`config.mk`:
```
export PLATFORM = sky130hd
export DESIGN_NAME = tlb_lookup_random_replace_unit
export DESIGN_NICKNAME = d
export VERILOG_FILES = /design/src/rtl/core/tlbr_pkg.sv /design/src/rtl/core/tlb_lookup_random_replace_unit.sv /design/src/rtl/core/tlbr_cell.sv /design/src/rtl/core/tlbr_mod.sv
export SDC_FILE = /design/constraint.sdc
export NUM_CORES = 1
export LEC_CHECK = 0
export BUFFER_PORTS_ARGS = -buffer_cell sky130_fd_sc_hd__clkbuf_2
export CAP_MARGIN = 20
export CORE_MARGIN = 2
export CORE_UTILIZATION = 38
export DETAILED_ROUTE_END_ITERATION = 10
export GPL_TIMING_DRIVEN = 1
export PLACE_DENSITY_LB_ADDON = 0.12
export RECOVER_POWER = 100
export SETUP_SLACK_MARGIN = 0.15
export SLEW_MARGIN = 20
export SYNTH_ARGS = -nofsm -noshare
export SYNTH_HDL_FRONTEND = slang
export SYNTH_SLANG_ARGS = --single-unit
```
`constraint.sdc`:
```
create_clock -name clk -period 3.88 [get_ports clk]
set_clock_uncertainty 0.15 [all_clocks]
set_input_delay 0.388 -clock clk [delete_from_list [all_inputs] [get_ports clk]]
set_output_delay 0.388 -clock clk [all_outputs]
set_load 0.05 [all_outputs]
```
`src/rtl/core/tlbr_pkg.sv`:
```
package tlbr_pkg;

    localparam int PAGE_W = 20;
    localparam int OFF_W  = 12;
    localparam int LFSR_W = 16;

    localparam logic [LFSR_W-1:0] LFSR_TAPS = 16'hB400;
    localparam logic [LFSR_W-1:0] LFSR_ONE  = 16'h0001;

    // One item travelling down the cell row
    typedef struct packed {
        logic              vld;
        logic              hit;
        logic [PAGE_W-1:0] key;
    } tlbr_link_t;

    function automatic logic [LFSR_W-1:0] lfsr_next(input logic [LFSR_W-1:0] s);
        logic [LFSR_W-1:0] sh;
        sh = s >> 1;
        if (s[0])
        begin
            sh = sh ^ LFSR_TAPS;
        end
        return sh;
    endfunction

endpackage

```
`src/rtl/core/tlb_lookup_random_replace_unit.sv`:
```
// Channel   Signals                               Direction  Item
// --------  ------------------------------------  ---------  ------------------------------
// in        in_valid, in_ready, virtual_address   input      one address to look up
// out       out_valid, out_ready, page_number,    output     page, offset and hit flag
//           page_offset, tlb_hit
// cfg       cfg_wr_en, cfg_wr_data                input      LFSR seed, zero loads as one
//
// An item walks the row of ENTRIES tag cells, one cell per cycle, while the
// victim index (next LFSR value mod ENTRIES) is worked out by a reciprocal
// multiply, hidden under the walk. One item is in flight at a time: it
// passes the cell row, the tail registers and the output register, and the
// next item is accepted once it has committed.
// Reset empties the TLB (fill count zero) and sets the LFSR to one.
// A finished item waits in the output register; a new item may be accepted
// meanwhile, but its commit waits until the output register is free.
module tlb_lookup_random_replace_unit
    import tlbr_pkg::*;
#(
    parameter int ENTRIES     = 8,
    parameter int OFFSET_BITS = 12,
    parameter int ADDR_BITS   = 32
)
(
    input  logic                  clk,
    input  logic                  rst_n,

    input  logic                  in_valid,
    output logic                  in_ready,
    input  logic [ADDR_BITS-1:0]  virtual_address,

    output logic                  out_valid,
    input  logic                  out_ready,
    output logic [PAGE_W-1:0]     page_number,
    output logic [OFF_W-1:0]      page_offset,
    output logic                  tlb_hit,

    input  logic                  cfg_wr_en,
    input  logic [LFSR_W-1:0]     cfg_wr_data
);

    localparam int FW = $clog2(ENTRIES + 1);
    localparam int IW = (ENTRIES > 1) ? $clog2(ENTRIES) : 1;
    localparam logic [63:0] OFF_MASK = (64'd1 << OFFSET_BITS) - 64'd1;
    localparam logic [FW-1:0] FULL = FW'(ENTRIES);

    // ---- control and item state ----
    logic              busy_reg;
    logic              tail_done_reg;
    logic              tail_hit_reg;
    logic [FW-1:0]     fill_reg;
    logic [LFSR_W-1:0] lfsr_reg;
    logic [LFSR_W-1:0] cand_reg;      // LFSR value if this item replaces
    logic [PAGE_W-1:0] page_reg;
    logic [OFF_W-1:0]  off_reg;

    logic              out_valid_reg;
    logic [PAGE_W-1:0] out_page_reg;
    logic [OFF_W-1:0]  out_off_reg;
    logic              out_hit_reg;

    logic              accept;
    logic              commit;
    logic              miss;
    logic              full;
    logic [63:0]       addr_ext;
    logic [PAGE_W-1:0] page_in;
    logic [OFF_W-1:0]  off_in;
    logic [LFSR_W-1:0] cand_next;
    logic              rem_done;
    logic [IW-1:0]     victim;
    logic [IW-1:0]     wr_index;

    tlbr_link_t        link_chain [ENTRIES+1];

    assign in_ready = !busy_reg;
    assign accept   = in_valid & in_ready;

    // Split the address. Shifting the zero-extended word gives a zero page
    // when the offset covers the whole address.
    assign addr_ext = 64'(virtual_address);
    assign page_in  = PAGE_W'(addr_ext >> OFFSET_BITS);
    assign off_in   = OFF_W'(addr_ext & OFF_MASK);

    assign cand_next = lfsr_next(lfsr_reg);

    // Head of the cell row: the new item enters with no hit yet
    assign link_chain[0].vld = accept;
    assign link_chain[0].hit = 1'b0;
    assign link_chain[0].key = page_in;

    // Commit once the walk has left the last cell, the victim is known and the output is free
    assign commit = busy_reg & tail_done_reg & rem_done & (!out_valid_reg | out_ready);
    assign miss   = !tail_hit_reg;
    assign full   = (fill_reg == FULL);

    // Fill in order while slots remain, then take the random victim
    assign wr_index = full ? victim : IW'(fill_reg);

    genvar gi;
    generate
        for (gi = 0; gi < ENTRIES; gi++)
        begin : g_cell
            logic slot_valid;
            logic wr_en;

            assign slot_valid = (FW'(gi) < fill_reg);
            assign wr_en      = commit & miss & (wr_index == IW'(gi));

            tlbr_cell u_cell
            (
                .clk        (clk),
                .rst_n      (rst_n),
                .slot_valid (slot_valid),
                .link_in    (link_chain[gi]),
                .link_out   (link_chain[gi+1]),
                .wr_en      (wr_en),
                .wr_tag     (page_reg)
            );
        end
    endgenerate

    // Victim slot: candidate LFSR value modulo ENTRIES, from the product and remainder registers
    tlbr_mod #(
        .ENTRIES (ENTRIES),
        .IW      (IW)
    ) u_mod
    (
        .clk   (clk),
        .rst_n (rst_n),
        .start (accept),
        .value (cand_next),
        .done  (rem_done),
        .rem   (victim)
    );

    always_ff @(posedge clk or negedge rst_n)
    begin
        if (!rst_n)
        begin
            busy_reg      <= 1'b0;
            tail_done_reg <= 1'b0;
            fill_reg      <= '0;
            lfsr_reg      <= LFSR_ONE;
            out_valid_reg <= 1'b0;
        end
        else
        begin
            if (accept)
            begin
                busy_reg <= 1'b1;
            end
            else if (commit)
            begin
                busy_reg <= 1'b0;
            end

            if (link_chain[ENTRIES].vld)
            begin
                tail_done_reg <= 1'b1;
            end
            else if (commit)
            begin
                tail_done_reg <= 1'b0;
            end

            // seed writes must only arrive while idle; the block itself does not enforce this
            if (cfg_wr_en)
            begin
                lfsr_reg <= (cfg_wr_data != '0) ? cfg_wr_data : LFSR_ONE;
            end
            else if (commit & miss & full)
            begin
                lfsr_reg <= cand_reg;
            end

            if (commit & miss & !full)
            begin
                fill_reg <= fill_reg + 1'b1;
            end

            if (commit)
            begin
                out_valid_reg <= 1'b1;
            end
            else if (out_ready)
            begin
                out_valid_reg <= 1'b0;
            end
        end
    end

    always_ff @(posedge clk)
    begin
        if (accept)
        begin
            page_reg <= page_in;
            off_reg  <= off_in;
            cand_reg <= cand_next;
        end
        if (link_chain[ENTRIES].vld)
        begin
            tail_hit_reg <= link_chain[ENTRIES].hit;
        end
        if (commit)
        begin
            out_page_reg <= page_reg;
            out_off_reg  <= off_reg;
            out_hit_reg  <= tail_hit_reg;
        end
    end

    assign out_valid   = out_valid_reg;
    assign page_number = out_page_reg;
    assign page_offset = out_off_reg;
    assign tlb_hit     = out_hit_reg;

endmodule

```
`src/rtl/core/tlbr_cell.sv`:
```
module tlbr_cell
    import tlbr_pkg::*;
(
    input  logic              clk,
    input  logic              rst_n,
    input  logic              slot_valid,
    input  tlbr_link_t        link_in,
    output tlbr_link_t        link_out,
    input  logic              wr_en,
    input  logic [PAGE_W-1:0] wr_tag
);

    logic [PAGE_W-1:0] tag_reg;
    logic              vld_reg;
    logic              hit_reg;
    logic [PAGE_W-1:0] key_reg;
    logic              hit_next;

    // tag only compared once the slot has been filled
    assign hit_next = link_in.hit | (slot_valid & (tag_reg == link_in.key));

    always_ff @(posedge clk or negedge rst_n)
    begin
        if (!rst_n)
        begin
            vld_reg <= 1'b0;
        end
        else
        begin
            vld_reg <= link_in.vld;
        end
    end

    always_ff @(posedge clk)
    begin
        hit_reg <= hit_next;
        key_reg <= link_in.key;
        if (wr_en)
        begin
            tag_reg <= wr_tag;
        end
    end

    assign link_out.vld = vld_reg;
    assign link_out.hit = hit_reg;
    assign link_out.key = key_reg;

endmodule

```
`src/rtl/core/tlbr_mod.sv`:
```
module tlbr_mod
    import tlbr_pkg::*;
#(
    parameter int ENTRIES = 8,
    parameter int IW      = 3
)
(
    input  logic                      clk,
    input  logic                      rst_n,
    input  logic                      start,
    input  logic [LFSR_W-1:0]         value,
    output logic                      done,
    output logic [IW-1:0]             rem
);

    // floor(v / ENTRIES) == (v * RECIP) >> SH for every 16-bit v
    localparam int SH = LFSR_W + $clog2(ENTRIES);
    localparam int MW = LFSR_W + 2;
    localparam int PW = LFSR_W + MW;
    localparam logic [MW-1:0] RECIP = MW'(((64'd1 << SH) / 64'(ENTRIES)) + 64'd1);
    localparam logic [LFSR_W-1:0] DIVISOR = LFSR_W'(ENTRIES);

    logic              pend_reg;
    logic [LFSR_W-1:0] val_reg;
    logic [PW-1:0]     prod_reg;
    logic [IW-1:0]     rem_reg;
    logic [LFSR_W-1:0] quo;
    logic [LFSR_W-1:0] back;
    logic [LFSR_W-1:0] diff;

    // from the product register: quotient back out, remainder is what is left
    assign quo  = LFSR_W'(prod_reg >> SH);
    assign back = quo * DIVISOR;
    assign diff = val_reg - back;

    always_ff @(posedge clk or negedge rst_n)
    begin
        if (!rst_n)
        begin
            pend_reg <= 1'b0;
        end
        else
        begin
            pend_reg <= start;
        end
    end

    always_ff @(posedge clk)
    begin
        if (start)
        begin
            val_reg  <= value;
            prod_reg <= PW'(value) * PW'(RECIP);
        end
        if (pend_reg)
        begin
            rem_reg <= IW'(diff);
        end
    end

    assign done = !pend_reg;
    assign rem  = rem_reg;

endmodule

```
# --- After elaboration in Yosys (flattened, before gate mapping) ---
# Index checks and enable logic that the tools add are counted.
classes:
  add_sub_neg: 2
  n_bitwise: 32
  n_reduce_logical: 11
  n_mux: 10
  n_eq_ne: 16
  n_lt_le_gt_ge: 8
op_table:
  columns: ["op", "n"]
  rows:
  - ["20-bit equality test", 8]
  - ["16-bit two-way mux", 4]
  - ["1-bit AND", 23]
  - ["3-bit by 4-bit < comparator with 1-bit output (first input constant)", 4]
  - ["16-bit nonzero test", 1]
  - ["3-bit equality test (second input constant)", 4]
  - ["1-bit by 4-bit < comparator with 1-bit output (first input constant)", 2]
  - ["2-bit by 4-bit < comparator with 1-bit output (first input constant)", 2]
  - ["1-bit OR", 8]
  - ["2-bit nonzero test", 4]
  - ["3-bit by 2-bit equality test with 1-bit output (second input constant)", 2]
  - ["1-bit logical NOT", 5]
  - ["1-bit two-way mux", 5]
  - ["4-bit by 1-bit adder with 4-bit output (second input constant)", 1]
  - ["4-bit equality test (second input constant)", 1]
  - ["3-bit NOT with 4-bit output", 1]
  - ["3-bit by 1-bit equality test with 1-bit output (second input constant)", 1]
  - ["3-bit logical NOT", 1]
  - ["3-bit two-way mux", 1]
  - ["3-bit by 1-bit subtractor with 3-bit output (second input constant)", 1]
totals:
  in_bits: 53
  reg_bits: 424

# --- Depth between registers and ports, before layout ---
# Gate-level depths: netlist (run 1).
depth:
  ltp_word: 7
  mapped_depth: 7
  depth_no_buf: 6

# --- Modules after synthesis ---
# Synthesis (run 1) repeated with hierarchy kept, for this count alone.
hier_totals:
  hier_cells: 791
  area_unflattened_um2: 14408.8
by_module_without_submodules:
  columns: ["mod", "cells_each", "area_each_um2", "seq_area_each_um2", "instances"]
  rows:
  - ["tlbr_cell", 71, 1282.5, 1046.0, 8]
  - ["tlb_lookup_random_replace_unit", 215, 3940.0, 3039.2, 1]
  - ["tlbr_mod", 8, 209.0, 205.2, 1]

# --- Worst setup path before layout (run 1) ---
# No wires, ideal clock.
synth_timing:
  path_type: "flip-flop to flip-flop"
  start: "register busy_reg"
  end: "register cand_reg[0], enable pin"
  synth_period_minus_slack_ns: 3.212
  path_buffers: 0
  setup_slack_ns: 0.668
  t_arrival_ns: 2.602
  setup_ns: 0.460
  path_stages_with_launch: 2
  t_required_ns: 3.270
  path_cell_list: "dfrtp_1 > nor2b_1"
synth_between:
  elab_chain_cells: 2
synth_lines:
  columns: ["element", "line_no", "source"]
  rows:
  - ["start, declared", "tlb_lookup_random_replace_unit.sv:47", "logic busy_reg;"]
  - ["start signal, assigned", "tlb_lookup_random_replace_unit.sv:140", "busy_reg <= 1'b0;"]
  - ["start signal, assigned", "tlb_lookup_random_replace_unit.sv:150", "busy_reg <= 1'b1;"]
  - ["start signal, assigned", "tlb_lookup_random_replace_unit.sv:154", "busy_reg <= 1'b0;"]
  - ["1-bit logical NOT", "tlb_lookup_random_replace_unit.sv:75", "assign in_ready = !busy_reg;"]
  - ["1-bit AND", "tlb_lookup_random_replace_unit.sv:76", "assign accept = in_valid & in_ready;"]
  - ["via accept", "tlb_lookup_random_replace_unit.sv:61", "logic accept;"]
  - ["end signal, assigned", "tlb_lookup_random_replace_unit.sv:198", "cand_reg <= cand_next;"]
  - ["end, declared", "tlb_lookup_random_replace_unit.sv:52", "logic [LFSR_W-1:0] cand_reg;"]
# The timed path passes the listed nets, and every way through them passes these cells.
# A chain may end at the register's enable or synchronous reset.

# --- Worst setup path in the final report (run 1) ---
layout_timing:
  start: "register fill_reg[0]"
  end: "register g_cell[3].u_cell.tag_reg[3], enable pin"
layout_between:
  elab_chain_cells: 4
layout_lines:
  columns: ["element", "line_no", "source"]
  rows:
  - ["start, declared", "tlb_lookup_random_replace_unit.sv:50", "logic [FW-1:0] fill_reg;"]
  - ["start signal, assigned", "tlb_lookup_random_replace_unit.sv:178", "fill_reg <= fill_reg + 1'b1;"]
  - ["4-bit equality test", "tlb_lookup_random_replace_unit.sv:94", "assign full = (fill_reg == FULL);"]
  - ["3-bit two-way mux (*)", "tlb_lookup_random_replace_unit.sv:97", "assign wr_index = full ? victim : IW'(fill_reg);"]
  - ["3-bit by 2-bit equality test with 1-bit output (*)", "tlb_lookup_random_replace_unit.sv:107", "assign wr_en = commit & miss & (wr_index == IW'(gi));"]
  - ["1-bit AND (*)", "tlb_lookup_random_replace_unit.sv:107", null]
  - ["via g_cell[3].u_cell.wr_en", "tlbr_cell.sv:9", "input logic wr_en,"]
  - ["end signal, assigned", "tlbr_cell.sv:40", "tag_reg <= wr_tag;"]
  - ["end, declared", "tlbr_cell.sv:13", "logic [PAGE_W-1:0] tag_reg;"]
# Mark *: on every way through the listed nets, which the timed path passes. The rest lies on a longest branch.

==> results.cfg, run 1 <==
[cells_and_area]
drive_above_1_share_pct = 13.9
layout-area-overhead-vs-synth_pct = 20.8
most_common_library_cell_in_the_layout_ignoring_fill_and_taps = edfxtp_1
n_antenna_cell = 0
largest_register_ffs = 160
commonest_cells_after_routing_fill_and_taps_aside = edfxtp_1, dfxtp_1, xnor2_1
layout.nets = 987

[pwr]
power_dens_cells_nw_per_um2 = 686
vdd_ir_drop_max_uv = 335
power.leakage_nw = 5.91

[logic_synthesis]
synth_cells = 761
synth.net_count = 817
avg_cell_area_syn_sq_um = 18.0
syn_area_sq_um = 13700
yosys.cell_types.count = 44
number_of_flip_flops_and_latches_in_the_synthesized_netlist = 424
synthDominantAreaCellType = edfxtp_1
synth_warnings = 0
synth.yosys.seq_area_share_pct = 80.8
synth_top_cell_area_share_pct = 53.6
netlist_top_cells_area = edfxtp_1, dfxtp_1, xnor2_1

[die]
starting_utilization_of_the_core_area_pct = 38.6
io_pins = 88
design.die.area_sq_um = 37700
coreArea_sq_um = 35600
floorplan.rows = 69
die_h_um = 194
die_width_um = 194

[detailed_routing]
total_wire_length_um = 27400
drt_initial_violations = 384
route.detailed.wl_per_inst_um = 19.2
routed-via-count = 6504
antenna_violating_nets_remaining = 0
route.detailed.vias_per_inst = 4.55
drc = 0
drt-pass1-iter-count = 4

[sta]
setup_tns_ns = 0
finalSetupViolCount = 0
timing.slew.headroom_pct = -24.4
timing.final.max_slew_violations = 48
timing_worst_slew_pin_value_ns = 1.87
whs_ns = 0.0301
max_clock_freq_mhz = 321
period_share_pct = 80.3
rsz_0062_raised_after_global_routing = no
timing.final.hold_violations = 0
period_minus_slack_ns = 3.12

[global_route]
grt_max_degree = 50
globalRouteTotalUtil_pct = 14.8
grt_first_pass_wirelength_um = 42100
antenna_found_initial = 0
grt_overflow_total = 0
number_of_global_route_vias_before_repair = 6882

[cts]
cts_made_buffers = 44
clk_lat_worst_skew_ns = 0.54
cts_root_buffer = clkbuf_16
cts.sink_count = 424
cts_tree = done
postCtsSetupBuffers = 0
htree_num_levels = 2
holdBufCountCts = 34
cts-resized-gates = 0
cts_buffer_depth = 3
clk_pin_slew_ns = 0.06

[setup_path]
critPathArrivalTime_ns = 3.11
worst-r2r-setup-slack_ns = 0.76
critPathRequiredTime_ns = 3.87
critPathCaptureType = flop
setup.worst_path.class = reg -> reg
cp_max_fo = 20
worst_setup_path_start_kind = flop

[place]
count_of_buffers_inserted_at_the_top_level_ports = 87
dpl.hpwl_um = 18900
globalplace.congestion = 0.783

[status]
failed_checks = max-capacitance violations, max-slew violations
run_status = complete, but fails checks

[min_path]
min-delay-path-class = in -> reg

[flow_run]
maxCapViolations = 2
==> cell type report <==
class	count	area (sq um)
clock buffers	63	1300
clock inverters	19	282
fillers	3160	19000
inverters	6	22.5
multi-input cells	323	2530
flip-flops and latches	424	11100
well taps	461	577
repair buffers	132	782
==> cells by family after synthesis <==
logic type      Yosys count  share of synthesized area (%)
flops                   424                           80.8
compound gates           41                           2.55
mux                      17                           1.25
simple gates             97                           3.96
fa+ha+maj                 3                          0.273
buf+inv                  14                          0.601
xor+xnor                165                           10.5
==> worst paths after layout <==
check | startpoint | cells past startpoint | end
setup / recovery | fill_reg[0]$_DFFE_PN0P_ | 7 | g_cell[3].u_cell.tag_reg[3]$_DFFE_PP_
hold / removal | cfg_wr_data[3] | 3 | lfsr_reg[3]$_DFFE_PN0P_
setup reg to reg | fill_reg[0]$_DFFE_PN0P_ | 7 | g_cell[3].u_cell.tag_reg[3]$_DFFE_PP_
hold reg to reg | g_cell[3].u_cell.vld_reg$_DFF_PN0_ | 0 | g_cell[4].u_cell.vld_reg$_DFF_PN0_
max in group asynchronous | rst_n | 2 | g_cell[3].u_cell.vld_reg$_DFF_PN0_
min in group asynchronous | rst_n | 2 | lfsr_reg[6]$_DFFE_PN0P_
==> per-layer routing <==
metal / vias to the layer above / GRT usage [%] / wire, um
met5: - / 0 / 0
met2: 137 / 23.6 / 12900
met1: 3215 / 20.4 / 12600
met3: 48 / 2.87 / 1220
li1: 3104 / - / -
met4: 0 / 5.13 / 693
==> report_power, final <==
group / total (W) / switching [W] / internal, W
combinational: 0.00122 / 0.000911 / 0.000305
clock: 0.00446 / 0.00167 / 0.00279
sequential: 0.00570 / 0.000345 / 0.00535
total: 0.0114 / 0.00292 / 0.00845
==> synthesized netlist by cell type, drive strengths merged <==
master,instances
xor2,74
a211o,1
mux2i,16
nor4,23
nand2,5
a22oi,1
o21bai,1
a41oi,1
dfxtp,148
a21oi,21
xnor2,91
nor2b,2
and3b,1
nand3b,2
nand4,21
a32oi,2
clkbuf,1
ha,3
dfrtp,30
a31oi,1
buf,7
nand3,2
mux2,1
dfstp,1
a21o,1
a41o,7
o311ai,1
inv,6
o21ai,2
nor3,9
or3,1
nand2b,3
edfxtp,245
nor2,28
o41ai,2
==> metrics by stage <==
step	instance area [sq um]	std cells	setup slack, ns	utilization [%]	power (W)
after global placement	14800	1312	1.34	41.6	0.00706
after detailed placement	14800	1312	1.21	41.6	0.00707
final	16600	1428	0.765	46.6	0.0114
after global routing	16600	1428	0.518	46.6	0.0118
after CTS	16700	1428	1.18	47.0	0.0116
after floorplan	13700	761	0.668	-	0.00654
==> worst max-delay path, cell delays in order (launching register included) <==
cell	delay (ns)
dfrtp_1	0.45
inv_1	0.15
ha_1	0.32
and3b_1	0.33
mux2i_1	0.12
nand2b_1	0.27
nor2_2	0.14
clkbuf_1	0.78
Note: power is estimated with default switching activity, not from simulation.
==> run 2: changes to the inputs <==
==> constraint.sdc (replaced) <==
create_clock -name clk -period 2.98 [get_ports clk]
set_clock_uncertainty 0.15 [all_clocks]
set_input_delay 0.298 -clock clk [delete_from_list [all_inputs] [get_ports clk]]
set_output_delay 0.298 -clock clk [all_outputs]
set_load 0.05 [all_outputs]
==> run 2 against run 1 <==
Net effect: the run still ends with max-capacitance violations, max-slew violations left; sequential cell count is the same; design area is 0.14% higher; global-route usage increased by 0.12 points; setup slack lost 0.47 ns; total power grew 25%; routed wire length up 1.1%; clock power is 17% higher; critical path type unchanged.
==> results.cfg, run 2 (same netlist as run 1, synthesis figures left out) <==
[detailed_routing]
route.detailed.wl_per_inst_um = 19.1
route.detailed.vias_per_inst = 4.50
routed-via-count = 6516
antenna_violating_nets_remaining = 0
total_wire_length_um = 27700
drt_initial_violations = 322
drt-pass1-iter-count = 6
drc = 0

[die]
design.die.area_sq_um = 37700
coreArea_sq_um = 35600
io_pins = 88
floorplan.rows = 69
die_width_um = 194
starting_utilization_of_the_core_area_pct = 38.6
die_h_um = 194

[setup_path]
path_cells = inv_1 -> ha_2 -> and3b_1 -> mux2i_1 -> nand2b_1 -> nor2_2 -> clkbuf_2
cp_num_buf_inv = 2
worst_setup_path_start_kind = flop
cp_max_fo = 20
worst-r2r-setup-slack_ns = 0.29
critPathTopFamily = simple AND/OR/NAND/NOR gates
reg2reg_from = fill_reg[0]$_DFFE_PN0P_
critPathArrivalTime_ns = 2.71
timing.rr.end = g_cell[3].u_cell.tag_reg[9]$_DFFE_PP_
critical_path.max_stage_delay_ns = 0.45
critPathRequiredTime_ns = 3.00
setup.worst_path.class = reg -> reg
reg2reg_depth = 7
critPathCaptureType = flop
cpMaxStageDelayCell = dfrtp_1

[cts]
cts_root_buffer = clkbuf_16
cts_buffer_depth = 3
htree_num_levels = 2
clk_pin_slew_ns = 0.06
postCtsSetupBuffers = 0
clk_lat_worst_skew_ns = 0.54
cts_made_buffers = 44
cts.sink_count = 424
cts_tree = done

[global_route]
number_of_global_route_vias_before_repair = 6897
antenna_found_initial = 0
grt_overflow_total = 0
grt_first_pass_wirelength_um = 42400
globalRouteTotalUtil_pct = 14.9
grt_max_degree = 50

[pwr]
vdd_ir_drop_max_uv = 565
power.leakage_nw = 5.90
power.total_w = 0.0143
power_dens_cells_nw_per_um2 = 858

[cells_and_area]
commonest_cells_after_routing_fill_and_taps_aside = edfxtp_1, dfxtp_1, xnor2_1
multi_input_area_sq_um = 2530
most_common_library_cell_in_the_layout_ignoring_fill_and_taps = edfxtp_1
postLayoutCellArea_sq_um = 16600
drive_above_1_share_pct = 13.8
n_antenna_cell = 0
area.sequential_sq_um = 11100
layout-area-overhead-vs-synth_pct = 21.0
layout.nets = 1006
layout.filler_cells = 3138
largest_register_ffs = 160

[place]
dpl.hpwl_um = 18900
placement.cell_area_sq_um = 14800
dp_worst_setup_slack_ns = 0.347
globalplace.congestion = 0.811
count_of_buffers_inserted_at_the_top_level_ports = 87

[flow_run]
maxCapViolations = 1

[sta]
rsz_0062_raised_after_global_routing = no
timing_worst_slew_pin_value_ns = 1.81
setup_tns_ns = 0
timing.final.max_slew_violations = 32
max_clock_freq_mhz = 372
finalSetupViolCount = 0
whs_ns = 0.166
timing.final.hold_violations = 0
period_minus_slack_ns = 2.69
timing.slew.headroom_pct = -20.9
period_share_pct = 90.1
worst_setup_slack_after_layout_ns = 0.295

[min_path]
min_from = cfg_wr_en
min_to = lfsr_reg[0]$_DFFE_PN1P_
min-delay-path-class = in -> reg
worstHoldPathCells = 3

[status]
failed_checks = max-capacitance violations, max-slew violations
run_status = complete, but fails checks
==> run 2: changes by cell type in the layout (fill, tap and decap cells not counted), moves of 2 or more <==
cell,delta
dlygate4sd3_1,+17
bufinv_16,-6
clkinv_1,+4
buf_4,-3
clkbuf_16,-3
clkbuf_4,+3
nor2_1,-3
nor2_2,+3
clkbuf_2,+2
clkbuf_8,+2
==> run 2: worst max-delay path by stage <==
stage | cells past startpoint | from | slack, ns | to
after global routing | 5 | u_mod.pend_reg$_DFF_PN0_ | 0.11 | g_cell[3].u_cell.tag_reg[17]$_DFFE_PP_
final | 7 | fill_reg[0]$_DFFE_PN0P_ | 0.29 | g_cell[3].u_cell.tag_reg[9]$_DFFE_PP_
after CTS | 7 | fill_reg[0]$_DFFE_PN0P_ | 0.32 | g_cell[1].u_cell.tag_reg[0]$_DFFE_PP_
after global placement | 7 | fill_reg[0]$_DFFE_PN0P_ | 0.43 | g_cell[1].u_cell.tag_reg[4]$_DFFE_PP_
after floorplan | 7 | fill_reg[0]$_DFFE_PN0P_ | 0.14 | g_cell[6].u_cell.tag_reg[0]$_DFFE_PP_
after detailed placement | 7 | fill_reg[0]$_DFFE_PN0P_ | 0.35 | g_cell[0].u_cell.tag_reg[15]$_DFFE_PP_
==> run 2: what timing repair did <==
item	in CTS	in global routing
hold buffers	51	0
endpoints found under the setup margin	0	108
endpoints found under the hold margin	101	0
gates resized for setup	0	2
==> run 2: where the power goes <==
group          switching [W]  leakage [nW]  total (W)  internal [W]
logic                0.00122          1.37    0.00165      0.000434
clock network        0.00218         0.690    0.00521       0.00303
registers           0.000424          3.84    0.00739       0.00697
total                0.00382          5.90     0.0143        0.0104
==> run 2: through the flow <==
step,utilization [%],std cells
3_3_place_gp,41.7,1314
3_5_place_dp,41.7,1314
5_1_grt,46.7,1447
4_1_cts,47.1,1447
6_report,46.7,1447
2_1_floorplan,-,761
==> run 2: tightest hold or removal path: cells and delay by family <==
| family | cells | cell delay, ns |
|---|---|---|
| compound gates | 1 | 0.12 |
| buf+inv | 2 | 0.40 |
==> run 2: layout make-up <==
class | count | share of cell area (%)
clock inverters | 20 | 0.956
multi-input cells | 323 | 15.2
repair buffers | 151 | 5.89
flip-flops and latches | 424 | 66.8
clock buffers | 62 | 7.52
inverters | 6 | 0.136
well taps | 461 | 3.47
==> run 2: metal layers <==
layer | up-vias | wire length [um] | GRT usage, % | share of wire (%)
li1 | 3138 | - | - | -
met1 | 3213 | 12900 | 20.7 | 47
met2 | 129 | 13100 | 23.9 | 47
met3 | 36 | 1180 | 3.25 | 4.3
met4 | 0 | 496 | 4.01 | 1.8
met5 | - | 0 | 0 | 0
==> run 3: changes to the inputs <==
--- a/config.mk
+++ b/config.mk
@@ -7,6 +7,8 @@
 export LEC_CHECK = 0
 export BUFFER_PORTS_ARGS = -buffer_cell sky130_fd_sc_hd__clkbuf_2
 export CAP_MARGIN = 20
+export CELL_PAD_IN_SITES_DETAIL_PLACEMENT = 0
+export CELL_PAD_IN_SITES_GLOBAL_PLACEMENT = 1
 export CORE_MARGIN = 2
 export CORE_UTILIZATION = 38
 export DETAILED_ROUTE_END_ITERATION = 10
==> run 3 against run 2 <==
Net effect: the run still ends with max-capacitance violations, max-slew violations left; critical path depth unchanged; sequential share of layout area increased by 0.54 points; largest power group unchanged; critical endpoint is now g_cell[0].u_cell.tag_reg[9]$_DFFE_PP_; setup slack improved by 0.028 ns; sequential cell count unchanged; die area unchanged; non-clock buffer count decreased by 2.
==> results.cfg, run 3 (same netlist as run 1, synthesis figures left out) <==
[cells_and_area]
layout.filler_cells = 3104
layout.nets = 1003
largest_register_ffs = 160
n_antenna_cell = 0
post-route-util_pct = 46.3
area.sequential_sq_um = 11100
most_common_library_cell_in_the_layout_ignoring_fill_and_taps = edfxtp_1
drive_above_1_share_pct = 12.4
layout-area-overhead-vs-synth_pct = 20.1
commonest_cells_after_routing_fill_and_taps_aside = edfxtp_1, dfxtp_1, xnor2_1
multi_input_area_sq_um = 2530
layoutNonFillerInstCount = 1441
postLayoutCellArea_sq_um = 16500

[sta]
max_clock_freq_mhz = 376
timing.final.max_slew_violations = 32
rsz_0062_raised_after_global_routing = no
timing.final.hold_violations = 0
period_share_pct = 89.2
period_minus_slack_ns = 2.66
timing.slew.headroom_pct = -23.8
setup_tns_ns = 0
finalSetupViolCount = 0
timing_worst_slew_pin_value_ns = 1.86

[cts]
htree_num_levels = 2
cts_buffer_depth = 3
cts_tree = done
cts_root_buffer = clkbuf_16
cts_made_buffers = 43
clk_pin_slew_ns = 0.06
clk_lat_worst_skew_ns = 0.52
cts.sink_count = 424

[setup_path]
critPathCaptureType = flop
reg2reg_from = fill_reg[0]$_DFFE_PN0P_
worst-r2r-setup-slack_ns = 0.32
cp_max_fo = 20
timing.rr.end = g_cell[0].u_cell.tag_reg[9]$_DFFE_PP_
setup.worst_path.class = reg -> reg
reg2reg_depth = 7
worst_setup_path_start_kind = flop
critPathArrivalTime_ns = 2.70
critPathRequiredTime_ns = 3.02

[flow_run]
maxCapViolations = 1

[detailed_routing]
drc = 0
drt_initial_violations = 319
route.detailed.wl_per_inst_um = 18.6
route.detailed.vias_per_inst = 4.54
routed-via-count = 6539
total_wire_length_um = 26800
drt-pass1-iter-count = 5
antenna_violating_nets_remaining = 0

[min_path]
min-delay-path-class = in -> reg
worstHoldPathCells = 3
min_from = cfg_wr_data[10]
min_to = lfsr_reg[10]$_DFFE_PN0P_

[place]
globalplace.congestion = 0.803
count_of_buffers_inserted_at_the_top_level_ports = 87
dpl.cell_count = 1313
dpl.hpwl_um = 18600
placement.cell_area_sq_um = 14800

[die]
io_pins = 88
starting_utilization_of_the_core_area_pct = 38.6
die_width_um = 194
coreArea_sq_um = 35600
floorplan.rows = 69
die_h_um = 194
design.die.area_sq_um = 37700

[global_route]
number_of_global_route_vias_before_repair = 7063
grt_max_degree = 50
grt_first_pass_wirelength_um = 41600
globalRouteTotalUtil_pct = 14.4
grt_overflow_total = 0
antenna_found_initial = 0

[status]
run_status = complete, but fails checks
failed_checks = max-capacitance violations, max-slew violations

[pwr]
vdd_ir_drop_max_uv = 477
power_dens_cells_nw_per_um2 = 845
power.leakage_nw = 5.84
power.total_w = 0.0139
[run 3: cell count changes in the layout (fill, tap and decap cells not counted), moves of 2 or more]
| cell | delta |
|---|---|
| clkbuf_1 | +5 |
| clkbuf_4 | +4 |
| nor2_2 | -5 |
| clkbuf_8 | -3 |
| clkinvlp_4 | -2 |
| nor2_1 | +5 |
| buf_4 | -3 |
[run 3: power by group]
group / leakage [nW] / internal [W] / total (W) / switching (W)
Combinational: 1.36 / 0.000403 / 0.00158 / 0.00118
Clock: 0.641 / 0.00287 / 0.00494 / 0.00206
Sequential: 3.84 / 0.00697 / 0.00740 / 0.000436
[run 3: through the flow]
stage | worst slack (ns) | hold slack (ns)
after floorplan | 0.140 | -0.148
after global placement | 0.487 | 0.187
after detailed placement | 0.385 | 0.189
after CTS | 0.366 | 0.00357
after global routing | 0.0968 | 0.0237
final | 0.322 | 0.0488
[run 3: worst max path at each step]
stage / to / slack [ns] / from / cells after the start
6_report: g_cell[0].u_cell.tag_reg[9]$_DFFE_PP_ / 0.32 / fill_reg[0]$_DFFE_PN0P_ / 7
5_1_grt: g_cell[6].u_cell.tag_reg[15]$_DFFE_PP_ / 0.1 / u_mod.pend_reg$_DFF_PN0_ / 5
4_1_cts: g_cell[1].u_cell.tag_reg[15]$_DFFE_PP_ / 0.37 / fill_reg[0]$_DFFE_PN0P_ / 7
3_5_place_dp: g_cell[1].u_cell.tag_reg[5]$_DFFE_PP_ / 0.39 / fill_reg[0]$_DFFE_PN0P_ / 7
3_3_place_gp: g_cell[1].u_cell.tag_reg[12]$_DFFE_PP_ / 0.49 / fill_reg[0]$_DFFE_PN0P_ / 7
2_1_floorplan: g_cell[6].u_cell.tag_reg[0]$_DFFE_PP_ / 0.14 / fill_reg[0]$_DFFE_PN0P_ / 7
[run 3: routing by layer]
layer  vias up  GRT usage [%]  wire length [um]
li1       3129              -                 -
met1      3223           20.4             12700
met2       140           22.8             12400
met3        47           2.84              1140
met4         0           3.79               513
met5         -              0                 0
[run 3: timing repair]
item,CTS,global route
hold endpoints to repair,100,0
buffers inserted,0,0
hold buffers,50,0
setup endpoints to repair,0,1
gates resized for setup,0,1
[run 3: worst max-delay path, cell delays in order (launching register included)]
cell      delay (ns)
dfrtp_1         0.45
inv_1           0.15
ha_1            0.32
and3b_1         0.32
mux2i_1         0.25
nand2_1         0.17
nor2_2          0.16
clkbuf_4        0.34
[run 3: final cells by class]
| cell class | instances | share of cell area, % |
|---|---|---|
| Timing Repair Buffer | 149 | 5.77 |
| Multi-Input combinational cell | 323 | 15.4 |
| Clock buffer | 63 | 7.29 |
| Sequential cell | 424 | 67.3 |
| Inverter | 6 | 0.137 |
| Tap cell | 461 | 3.50 |
| Clock inverter | 15 | 0.592 |
